--- config.mk ---
export PLATFORM = sky130hd
export DESIGN_NAME = polynomial_hash_substring_match_top_flat
export DESIGN_NICKNAME = d
export VERILOG_FILES = /design/src/rtl/phsm_pkg.sv /design/src/rtl/phsm_if.sv /design/src/rtl/polynomial_hash_substring_match_top.sv /design/src/rtl/phsm_ram.sv /design/src/rtl/phsm_front.sv /design/src/rtl/phsm_match.sv /design/src/flat_wrapper.sv
export SDC_FILE = /design/constraint.sdc
export NUM_CORES = 2
export LEC_CHECK = 0
export BUFFER_PORTS_ARGS = -buffer_cell sky130_fd_sc_hd__buf_2
export CAP_MARGIN = 25
export CELL_PAD_IN_SITES_DETAIL_PLACEMENT = 1
export CELL_PAD_IN_SITES_GLOBAL_PLACEMENT = 2
export CORE_AREA = 2 2 513 515
export CTS_CLUSTER_SIZE = 40
export DETAILED_ROUTE_END_ITERATION = 7
export DIE_AREA = 0 0 515 517
export GPL_ROUTABILITY_DRIVEN = 0
export PLACE_DENSITY = 0.71
export SYNTH_ARGS = -nofsm -noshare
export SYNTH_HDL_FRONTEND = slang
export SYNTH_SLANG_ARGS = --single-unit
--- constraint.sdc ---
create_clock -name clock -period 8.76 [get_ports clock]
set_input_delay 0.876 -clock clock [delete_from_list [all_inputs] [get_ports clock]]
set_output_delay 0.876 -clock clock [all_outputs]
set_load 0.02 [all_outputs]
--- src/rtl/phsm_pkg.sv ---
package phsm_pkg;

   localparam int HASH_W = 32;
   localparam int BYTE_W = 8;
   localparam int LENGTH_W = 7;
   localparam int CSR_INDEX_W = 1;
   localparam int CSR_DATA_W = 32;

   localparam logic [HASH_W-1:0] HASH_BASE = 32'd31;

   localparam logic [CSR_INDEX_W-1:0] CSR_PATTERN_HASH = 1'd0;
   localparam logic [CSR_INDEX_W-1:0] CSR_PATTERN_LENGTH = 1'd1;

   typedef struct packed {
      logic [HASH_W-1:0] hash_now;
      logic [HASH_W-1:0] hash_prev;
      logic [HASH_W-1:0] power_start;
      logic              window_ready;
      logic              window_first;
      logic              length_one;
      logic              last;
   } phsm_stage_type;

   function automatic logic [HASH_W-1:0] times_base(input logic [HASH_W-1:0] value);
      return (value << 5) - value;
   endfunction

endpackage

--- src/rtl/phsm_if.sv ---
interface phsm_req_if;
   logic                          valid;
   logic                          ready;
   logic [phsm_pkg::BYTE_W-1:0]   text_byte;
   logic                          last_byte;

   modport source (output valid, output text_byte, output last_byte, input ready);
   modport sink (input valid, input text_byte, input last_byte, output ready);
endinterface

interface phsm_rsp_if #(
   parameter int POSITION_BITS = 16
);
   logic                     valid;
   logic                     ready;
   logic                     match_found;
   logic                     window_ready;
   logic [POSITION_BITS-1:0] match_start;
   logic                     last_result;

   modport source (output valid, output match_found, output window_ready,
                   output match_start, output last_result, input ready);
   modport sink (input valid, input match_found, input window_ready,
                 input match_start, input last_result, output ready);
endinterface

--- src/rtl/polynomial_hash_substring_match_top.sv ---
// Rabin-Karp substring matcher with base 31 and wrap-around 32-bit arithmetic. Each text
// byte beat on req_bus yields exactly one result beat on rsp_bus, in order; a new byte is
// taken every clock while results are being taken, and each accepted byte goes through the
// stage register and then the result register. That one-byte-per-cycle figure is set by the
// running prefix hash update (one 8 by 32 multiply-add per byte) and by the prefix history
// memory, which is written and read once per byte. Program pattern_hash and pattern_length
// through the csr port while no beat is in flight; a beat with last_byte set ends a text and
// clears the running state, and the history memory needs no clearing after reset.
module polynomial_hash_substring_match_top #(
   parameter int MAX_PATTERN = 64,
   parameter int POSITION_BITS = 16
) (
   input  logic                                 clock,
   input  logic                                 reset,
   input  logic                                 csr_we,
   input  logic [phsm_pkg::CSR_INDEX_W-1:0]     csr_index,
   input  logic [phsm_pkg::CSR_DATA_W-1:0]      csr_wdata,
   phsm_req_if.sink                             req_bus,
   phsm_rsp_if.source                           rsp_bus
);
   import phsm_pkg::*;

   localparam int AW = (MAX_PATTERN > 1) ? $clog2(MAX_PATTERN) : 1;

   logic [HASH_W-1:0]        pattern_hash_ff, pattern_hash_in;
   logic [LENGTH_W-1:0]      pattern_length_ff, pattern_length_in;

   logic                     stage_valid;
   logic                     stage_advance;
   phsm_stage_type           stage;
   logic [POSITION_BITS-1:0] stage_start;
   logic                     hist_write;
   logic [AW-1:0]            hist_write_addr;
   logic [HASH_W-1:0]        hist_write_data;
   logic                     hist_read;
   logic [AW-1:0]            hist_read_addr;
   logic [HASH_W-1:0]        hist_data;

   always_comb begin
      pattern_hash_in = pattern_hash_ff;
      pattern_length_in = pattern_length_ff;
      if (csr_we) begin
         case (csr_index)
            CSR_PATTERN_HASH: begin
               pattern_hash_in = HASH_W'(csr_wdata);
            end
            CSR_PATTERN_LENGTH: begin
               pattern_length_in = LENGTH_W'(csr_wdata);
            end
            default: begin
               pattern_hash_in = pattern_hash_ff;
            end
         endcase
      end
   end

   always_ff @(posedge clock) begin
      if (reset) begin
         pattern_hash_ff <= '0;
         pattern_length_ff <= LENGTH_W'(1);
      end else begin
         pattern_hash_ff <= pattern_hash_in;
         pattern_length_ff <= pattern_length_in;
      end
   end

   phsm_ram #(
      .WIDTH (HASH_W),
      .DEPTH (MAX_PATTERN),
      .AW    (AW)
   ) u_history (
      .clock        (clock),
      .write_enable (hist_write),
      .write_addr   (hist_write_addr),
      .write_data   (hist_write_data),
      .read_enable  (hist_read),
      .read_addr    (hist_read_addr),
      .read_data    (hist_data)
   );

   phsm_front #(
      .MAX_PATTERN   (MAX_PATTERN),
      .POSITION_BITS (POSITION_BITS),
      .AW            (AW)
   ) u_front (
      .clock           (clock),
      .reset           (reset),
      .req_bus         (req_bus),
      .pattern_length  (pattern_length_ff),
      .stage_advance   (stage_advance),
      .stage_valid     (stage_valid),
      .stage           (stage),
      .stage_start     (stage_start),
      .hist_write      (hist_write),
      .hist_write_addr (hist_write_addr),
      .hist_write_data (hist_write_data),
      .hist_read       (hist_read),
      .hist_read_addr  (hist_read_addr)
   );

   phsm_match #(
      .POSITION_BITS (POSITION_BITS)
   ) u_match (
      .clock         (clock),
      .reset         (reset),
      .stage_valid   (stage_valid),
      .stage         (stage),
      .stage_start   (stage_start),
      .hist_data     (hist_data),
      .pattern_hash  (pattern_hash_ff),
      .stage_advance (stage_advance),
      .rsp_bus       (rsp_bus)
   );

endmodule

--- src/rtl/phsm_ram.sv ---
module phsm_ram #(
   parameter int WIDTH = 32,
   parameter int DEPTH = 64,
   parameter int AW = (DEPTH > 1) ? $clog2(DEPTH) : 1
) (
   input  logic             clock,
   input  logic             write_enable,
   input  logic [AW-1:0]    write_addr,
   input  logic [WIDTH-1:0] write_data,
   input  logic             read_enable,
   input  logic [AW-1:0]    read_addr,
   output logic [WIDTH-1:0] read_data
);

   logic [WIDTH-1:0] mem_ff [DEPTH];
   logic [WIDTH-1:0] read_data_ff;

   always_ff @(posedge clock) begin
      if (write_enable) begin
         mem_ff[write_addr] <= write_data;
      end
      if (read_enable) begin
         read_data_ff <= mem_ff[read_addr];
      end
   end

   assign read_data = read_data_ff;

endmodule

--- src/rtl/phsm_front.sv ---
module phsm_front #(
   parameter int MAX_PATTERN = 64,
   parameter int POSITION_BITS = 16,
   parameter int AW = (MAX_PATTERN > 1) ? $clog2(MAX_PATTERN) : 1
) (
   input  logic                              clock,
   input  logic                              reset,
   phsm_req_if.sink                          req_bus,
   input  logic [phsm_pkg::LENGTH_W-1:0]     pattern_length,
   input  logic                              stage_advance,
   output logic                              stage_valid,
   output phsm_pkg::phsm_stage_type          stage,
   output logic [POSITION_BITS-1:0]          stage_start,
   output logic                              hist_write,
   output logic [AW-1:0]                     hist_write_addr,
   output logic [phsm_pkg::HASH_W-1:0]       hist_write_data,
   output logic                              hist_read,
   output logic [AW-1:0]                     hist_read_addr
);
   import phsm_pkg::*;

   localparam int LEN_W = $clog2(MAX_PATTERN + 1);
   localparam int CMP_W = (LEN_W > LENGTH_W) ? LEN_W : LENGTH_W;
   localparam int CNT_W = ((POSITION_BITS > LEN_W) ? POSITION_BITS : LEN_W) + 1;
   localparam logic [CNT_W-1:0] POS_MAX = (CNT_W'(1) << POSITION_BITS) - CNT_W'(1);
   localparam logic [CNT_W-1:0] CNT_LIMIT = POS_MAX + CNT_W'(MAX_PATTERN);

   logic [HASH_W-1:0]  prefix_ff, prefix_in;
   logic [HASH_W-1:0]  power_end_ff, power_end_in;
   logic [HASH_W-1:0]  power_start_ff, power_start_in;
   logic [AW-1:0]      pointer_ff, pointer_in;
   logic [CNT_W-1:0]   position_ff, position_in;
   logic               stage_valid_ff, stage_valid_in;
   phsm_stage_type     stage_ff, stage_in;
   logic [POSITION_BITS-1:0] start_ff, start_in;

   logic               accept;
   logic [CMP_W-1:0]   length_ext;
   logic [LEN_W-1:0]   window_len;
   logic [LEN_W-1:0]   len_minus_one;
   logic [CNT_W-1:0]   back_count;
   logic [CNT_W-1:0]   start_full;
   logic [AW:0]        pointer_ext;
   logic [AW:0]        back_ext;
   logic [AW:0]        back_sum;
   logic               ready_now;

   assign req_bus.ready = !stage_valid_ff || stage_advance;
   assign accept = req_bus.valid && req_bus.ready;

   always_comb begin
      length_ext = CMP_W'(pattern_length);
      if (length_ext == '0) begin
         window_len = LEN_W'(1);
      end else if (length_ext > CMP_W'(MAX_PATTERN)) begin
         window_len = LEN_W'(MAX_PATTERN);
      end else begin
         window_len = LEN_W'(length_ext);
      end
      len_minus_one = window_len - LEN_W'(1);
      back_count = CNT_W'(len_minus_one);
      ready_now = position_ff >= back_count;
      start_full = position_ff - back_count;
      pointer_ext = (AW + 1)'(pointer_ff);
      back_ext = (AW + 1)'(len_minus_one);
      if (pointer_ext >= back_ext) begin
         back_sum = pointer_ext - back_ext;
      end else begin
         back_sum = pointer_ext + (AW + 1)'(MAX_PATTERN) - back_ext;
      end
   end

   always_comb begin
      prefix_in = prefix_ff;
      power_end_in = power_end_ff;
      power_start_in = power_start_ff;
      pointer_in = pointer_ff;
      position_in = position_ff;
      stage_in = stage_ff;
      start_in = start_ff;
      stage_valid_in = stage_valid_ff;
      if (stage_advance) begin
         stage_valid_in = 1'b0;
      end
      if (accept) begin
         stage_valid_in = 1'b1;
         stage_in.hash_prev = prefix_ff;
         stage_in.hash_now = prefix_ff + HASH_W'(power_end_ff * HASH_W'(req_bus.text_byte));
         stage_in.power_start = power_start_ff;
         stage_in.window_ready = ready_now;
         stage_in.window_first = position_ff == back_count;
         stage_in.length_one = len_minus_one == '0;
         stage_in.last = req_bus.last_byte;
         if (!ready_now) begin
            start_in = '0;
         end else if (start_full > POS_MAX) begin
            start_in = POSITION_BITS'(POS_MAX);
         end else begin
            start_in = POSITION_BITS'(start_full);
         end
         if (req_bus.last_byte) begin
            prefix_in = '0;
            power_end_in = HASH_W'(1);
            power_start_in = HASH_W'(1);
            pointer_in = '0;
            position_in = '0;
         end else begin
            prefix_in = stage_in.hash_now;
            power_end_in = times_base(power_end_ff);
            if (ready_now) begin
               power_start_in = times_base(power_start_ff);
            end
            pointer_in = (pointer_ff == AW'(MAX_PATTERN - 1)) ? '0 : pointer_ff + AW'(1);
            if (position_ff < CNT_LIMIT) begin
               position_in = position_ff + CNT_W'(1);
            end
         end
      end
   end

   always_ff @(posedge clock) begin
      if (reset) begin
         prefix_ff <= '0;
         power_end_ff <= HASH_W'(1);
         power_start_ff <= HASH_W'(1);
         pointer_ff <= '0;
         position_ff <= '0;
         stage_valid_ff <= 1'b0;
      end else begin
         prefix_ff <= prefix_in;
         power_end_ff <= power_end_in;
         power_start_ff <= power_start_in;
         pointer_ff <= pointer_in;
         position_ff <= position_in;
         stage_valid_ff <= stage_valid_in;
      end
      stage_ff <= stage_in;
      start_ff <= start_in;
   end

   assign stage_valid = stage_valid_ff;
   assign stage = stage_ff;
   assign stage_start = start_ff;
   assign hist_write = accept;
   assign hist_write_addr = pointer_ff;
   assign hist_write_data = prefix_ff;
   assign hist_read = accept;
   assign hist_read_addr = AW'(back_sum);

   // Powers of an odd base stay odd under wrap-around.
   assert property (@(posedge clock) disable iff (reset)
      power_end_ff[0] && power_start_ff[0])
      else $error("running power lost its odd bit");

   assert property (@(posedge clock) disable iff (reset)
      accept && req_bus.last_byte |=> pointer_ff == '0 && position_ff == '0 && prefix_ff == '0)
      else $error("running state not cleared after the last beat of a text");

   assert property (@(posedge clock) disable iff (reset)
      stage_valid_ff && !stage_advance |=> stage_valid_ff && $stable(stage_ff))
      else $error("stalled stage lost its item");

endmodule

--- src/rtl/phsm_match.sv ---
module phsm_match #(
   parameter int POSITION_BITS = 16
) (
   input  logic                          clock,
   input  logic                          reset,
   input  logic                          stage_valid,
   input  phsm_pkg::phsm_stage_type      stage,
   input  logic [POSITION_BITS-1:0]      stage_start,
   input  logic [phsm_pkg::HASH_W-1:0]   hist_data,
   input  logic [phsm_pkg::HASH_W-1:0]   pattern_hash,
   output logic                          stage_advance,
   phsm_rsp_if.source                    rsp_bus
);
   import phsm_pkg::*;

   logic                     out_valid_ff, out_valid_in;
   logic                     found_ff, found_in;
   logic                     ready_ff, ready_in;
   logic [POSITION_BITS-1:0] start_ff, start_in;
   logic                     last_ff, last_in;

   logic                     out_free;
   logic [HASH_W-1:0]        hash_before;
   logic [HASH_W-1:0]        window_hash;
   logic [HASH_W-1:0]        target_hash;

   assign out_free = !out_valid_ff || rsp_bus.ready;
   assign stage_advance = stage_valid && out_free;

   always_comb begin
      if (stage.window_first) begin
         hash_before = '0;
      end else if (stage.length_one) begin
         hash_before = stage.hash_prev;
      end else begin
         hash_before = hist_data;
      end
      window_hash = stage.hash_now - hash_before;
      target_hash = HASH_W'(pattern_hash * stage.power_start);
   end

   always_comb begin
      out_valid_in = out_valid_ff;
      found_in = found_ff;
      ready_in = ready_ff;
      start_in = start_ff;
      last_in = last_ff;
      if (out_free) begin
         out_valid_in = stage_valid;
         found_in = stage.window_ready && (window_hash == target_hash);
         ready_in = stage.window_ready;
         start_in = stage_start;
         last_in = stage.last;
      end
   end

   always_ff @(posedge clock) begin
      if (reset) begin
         out_valid_ff <= 1'b0;
      end else begin
         out_valid_ff <= out_valid_in;
      end
      found_ff <= found_in;
      ready_ff <= ready_in;
      start_ff <= start_in;
      last_ff <= last_in;
   end

   assign rsp_bus.valid = out_valid_ff;
   assign rsp_bus.match_found = found_ff;
   assign rsp_bus.window_ready = ready_ff;
   assign rsp_bus.match_start = start_ff;
   assign rsp_bus.last_result = last_ff;

   assert property (@(posedge clock) disable iff (reset)
      out_valid_ff && found_ff |-> ready_ff)
      else $error("match reported before a full window");

   assert property (@(posedge clock) disable iff (reset)
      out_valid_ff && !ready_ff |-> start_ff == '0)
      else $error("start position set before a full window");

   assert property (@(posedge clock) disable iff (reset)
      stage_advance |=> out_valid_ff)
      else $error("advanced item did not reach the result register");

endmodule

--- src/flat_wrapper.sv ---
// flat-port wrapper written by rule: the top's interface ports become plain ports
module polynomial_hash_substring_match_top_flat import phsm_pkg::*;
#(
   parameter int MAX_PATTERN = 64,
   parameter int POSITION_BITS = 16
)
  (clock, reset, csr_we, csr_index, csr_wdata, req_bus_valid, req_bus_text_byte, req_bus_last_byte, req_bus_ready, rsp_bus_valid, rsp_bus_match_found, rsp_bus_window_ready, rsp_bus_match_start, rsp_bus_last_result, rsp_bus_ready);
  phsm_req_if req_bus_i ();
  phsm_rsp_if #(.POSITION_BITS(POSITION_BITS)) rsp_bus_i ();
  input  logic clock;
  input  logic reset;
  input  logic csr_we;
  input  logic [phsm_pkg::CSR_INDEX_W-1:0] csr_index;
  input  logic [phsm_pkg::CSR_DATA_W-1:0] csr_wdata;
  input wire logic [$bits(req_bus_i.valid)-1:0] req_bus_valid;
  input wire logic [$bits(req_bus_i.text_byte)-1:0] req_bus_text_byte;
  input wire logic [$bits(req_bus_i.last_byte)-1:0] req_bus_last_byte;
  output wire logic [$bits(req_bus_i.ready)-1:0] req_bus_ready;
  output wire logic [$bits(rsp_bus_i.valid)-1:0] rsp_bus_valid;
  output wire logic [$bits(rsp_bus_i.match_found)-1:0] rsp_bus_match_found;
  output wire logic [$bits(rsp_bus_i.window_ready)-1:0] rsp_bus_window_ready;
  output wire logic [$bits(rsp_bus_i.match_start)-1:0] rsp_bus_match_start;
  output wire logic [$bits(rsp_bus_i.last_result)-1:0] rsp_bus_last_result;
  input wire logic [$bits(rsp_bus_i.ready)-1:0] rsp_bus_ready;
  assign req_bus_i.valid = req_bus_valid;
  assign req_bus_i.text_byte = req_bus_text_byte;
  assign req_bus_i.last_byte = req_bus_last_byte;
  assign req_bus_ready = req_bus_i.ready;
  assign rsp_bus_valid = rsp_bus_i.valid;
  assign rsp_bus_match_found = rsp_bus_i.match_found;
  assign rsp_bus_window_ready = rsp_bus_i.window_ready;
  assign rsp_bus_match_start = rsp_bus_i.match_start;
  assign rsp_bus_last_result = rsp_bus_i.last_result;
  assign rsp_bus_i.ready = rsp_bus_ready;
  polynomial_hash_substring_match_top #(.MAX_PATTERN(MAX_PATTERN), .POSITION_BITS(POSITION_BITS)) u_core (.clock(clock), .reset(reset), .csr_we(csr_we), .csr_index(csr_index), .csr_wdata(csr_wdata), .req_bus(req_bus_i), .rsp_bus(rsp_bus_i));
endmodule
==> results.json <==
{
  "ir_drop_mv": 0.2159,
  "routedWlPerCell_um": 30.84,
  "cts_inserted_buffers": 276,
  "io_pins": 68,
  "synthDistinctLibCells": 85,
  "hold_viol": 0,
  "hpwl_um": 213000,
  "clock.fmax_ghz": 0.1255,
  "hold_ws_ps": 267.5,
  "pre_cts_ws_ps": 581.8,
  "die_area_sq_um": 266300,
  "drc": 0,
  "hp-class": "in -> reg",
  "grt_overflow": 0,
  "relSlewSlack_pct": 24.53,
  "cts_max_level": 5,
  "drt_iter0_drc": 6167,
  "grt_setup_unrepaired": "no",
  "syn_to_final_growth_pct": 12.07,
  "worst_pin_slew_ps": 1132,
  "cap_viol_max_count": 0,
  "routed_wl_um": 340400,
  "start_util_pct": 44.77,
  "drive_gt1_share_pct": 18.97,
  "gr-usage-all-layers_pct": 26.02,
  "synth_cells": 7237,
  "post-route-period-util_pct": 90.96,
  "power.leakage_nw": 44.14,
  "clk_latency_ps": 940,
  "die_width_um": 515,
  "tns_ps": 0,
  "synth-seq-cells": 2375,
  "cts.path.max_buffers": 4,
  "setup_slack_ps": 792.1,
  "final_util_pct": 50.18,
  "path_clk_slew_ps": 70,
  "slew_viol_final": 0,
  "dr.pass1.iters": 6,
  "worst-endpoint-required_ps": 9450,
  "cp.arrival_ps": 8660,
  "p_total_mw": 34.87,
  "cts.repair.resized": 0,
  "run_status": "complete, no violations",
  "via_count": 64500,
  "yosys_warnings": 0,
  "synthFlopType": "edfxtp_1",
  "viasPerCell": 5.844,
  "grt_pass1_wl_um": 498700,
  "power.density_nw_per_um2": 266.1,
  "cts_tree": "done",
  "synth_edf_count": 2215,
  "finalSetupViolations": 0,
  "cts_root_buf": "clkbuf_16",
  "worst_setup_path_end_kind": "register",
  "avgSynthCellArea_sq_um": 16.15,
  "die_h_um": 517,
  "ys_seq_area_share_pct": 59.64,
  "cts_sinks": 2375,
  "async_flop_share_pct": 0,
  "min_period_ps": 7968,
  "finalClockSkew_ps": 87.54,
  "netlist_area_sq_um": 116900,
  "antenna_found_initial": 17,
  "post-cts-setup-buffers": 0,
  "syn_nets": 8146,
  "fp.coreArea_sq_um": 261100,
  "critPathMaxFanout": 23,
  "final_nets": 8329,
  "ant_nets": 0,
  "crit_type": "reg -> reg",
  "first_global_vias": 69730,
  "grt_max_degree": 97,
  "port_buffers": 67,
  "hold_buffers": 0,
  "rows": 188,
  "n_fill_cell": 24470,
  "worst_setup_path_start_kind": "register"
}
-- power breakdown --
| part | leakage, nW | internal [mW] | total, mW | switching (mW) |
|---|---|---|---|---|
| Sequential | 21.6 | 13.3 | 13.7 | 0.390 |
| Combinational | 18.5 | 4.01 | 10.2 | 6.19 |
| Clock | 4.09 | 6.42 | 11.0 | 4.56 |
-- registers in the layout, summed over array words and instances, names as in the netlist, 6 cells and up --
name / cells
u_core.pattern_hash_ff: 32
u_core.u_history.mem_ff: 2048
u_core.u_front.power_end_ff: 32
u_core.u_front.stage: 100
u_core.pattern_length_ff: 7
u_core.u_front.stage_start: 16
u_core.u_history.read_data: 32
u_core.u_front.power_start_ff: 32
u_core.u_front.position_ff: 17
u_core.u_match.rsp_bus.match_start: 16
u_core.u_front.hist_write_data: 32
u_core.u_front.hist_write_addr: 6
-- final cells by class --
cell class	count	area [sq um]	share of cell area, %
clock inverters	122	1086	0.8289
well taps	3420	4279	3.266
clock buffers	348	7345	5.606
diodes	5	12.51	0.009550
flip-flops and latches	2375	69760	53.24
inverters	585	2203	1.682
multi-input cells	3901	44120	33.67
repair buffers	281	2215	1.690
-- logic make-up (layout without fill, tap and decap cells) --
family                   after synthesis  in the layout  synth area share, %
AO/OA/AOI/OAI                        606            606                3.392
XOR/XNOR                             268            268                2.008
adder cells (fa/ha/maj)              862            862                13.06
buffers and inverters                961           1336                3.104
flip-flops                          2375           2375                59.64
multiplexers                         707            707                12.90
other                                  0              5                    0
AND/OR/NAND/NOR                     1458           1458                5.894
-- per-layer routing --
layer	global-route usage [%]	part of all wire (%)	vias to the layer above
li1	-	-	27040
met1	35.00	41	34820
met2	44.12	50	2111
met3	3.447	5.7	525
met4	8.110	3.4	6
met5	0	0.015	-
-- stage by stage --
step                area (sq um)  cells
global route              131000  11030
detailed placement        122500  10560
floorplan                 116900   7237
CTS                       130900  11030
finish                    131000  11040
global placement          122400  10550
-- Yosys cell counts, drive strengths merged, types with 20 or more instances --
library cell	count	area (sq um)
nor2	250	938.4
edfxtp	2215	66510
a22oi	49	367.9
xnor2	203	1778
o21ai	82	417.9
nor3	53	281.5
fa	597	11950
or3	20	125.1
nand2	631	2369
a21o	68	510.5
dfxtp	160	3203
xor2	65	569.3
clkbuf	294	1104
or2	38	237.7
o21a	22	166.4
buf	82	329.1
nand3	38	190.2
inv	584	2192
a211oi	45	342.8
a21oi	224	1144
mux4	640	14410
and2	282	1764
ha	265	3316
mux2i	66	660.6
nor2b	48	300.3
nand2b	21	131.4
-- critical path, cell delays in order, from the launching register on --
cell      delay, ps
edfxtp_1        950
nand2_1         210
fa_1            610
fa_1            440
fa_1            510
fa_1            460
fa_1            550
inv_1            60
fa_1            530
inv_1            50
fa_1            380
fa_1            520
inv_1            50
ha_1            330
a211oi_1        220
o21bai_1        140
a211oi_1        250
o21ai_0         150
a21oi_1         210
xnor2_1         170
xnor2_1         140
nand3_1         100
nor4_2          320
nand4_1         150
nor4_2          290
-- path summary, 6_finish.rpt --
check / slack, ps / startpoint / endpoint / cells after the start
worst max-delay path: 790 / u_core.u_front.stage[6] / u_core.u_match.rsp_bus.match_found / 24
worst min-delay path: 270 / csr_wdata[25] / u_core.pattern_hash_ff[25] / 3
worst max register to register: 790 / u_core.u_front.stage[6] / u_core.u_match.rsp_bus.match_found / 24
worst min register to register: 420 / u_core.u_front.stage_start[4] / u_core.u_match.rsp_bus.match_start[4] / 0
-- placed cells by master, fill, tap and decap left out, types with 44 or more instances in the layout --
cell	instances
a211oi_1	44
a21o_1	68
a21oi_1	218
a22oi_1	49
and2_1	282
buf_2	66
buf_4	195
clkbuf_1	62
clkbuf_16	282
clkinv_1	59
dfxtp_1	128
edfxtp_1	2215
fa_1	596
ha_1	264
inv_1	580
mux2i_1	66
mux4_2	640
nand2_1	630
nor2_1	186
nor2_4	64
nor2b_1	47
nor3_1	51
o21ai_0	55
xnor2_1	200
xor2_1	64
Note: power is estimated with default switching activity, not from simulation.
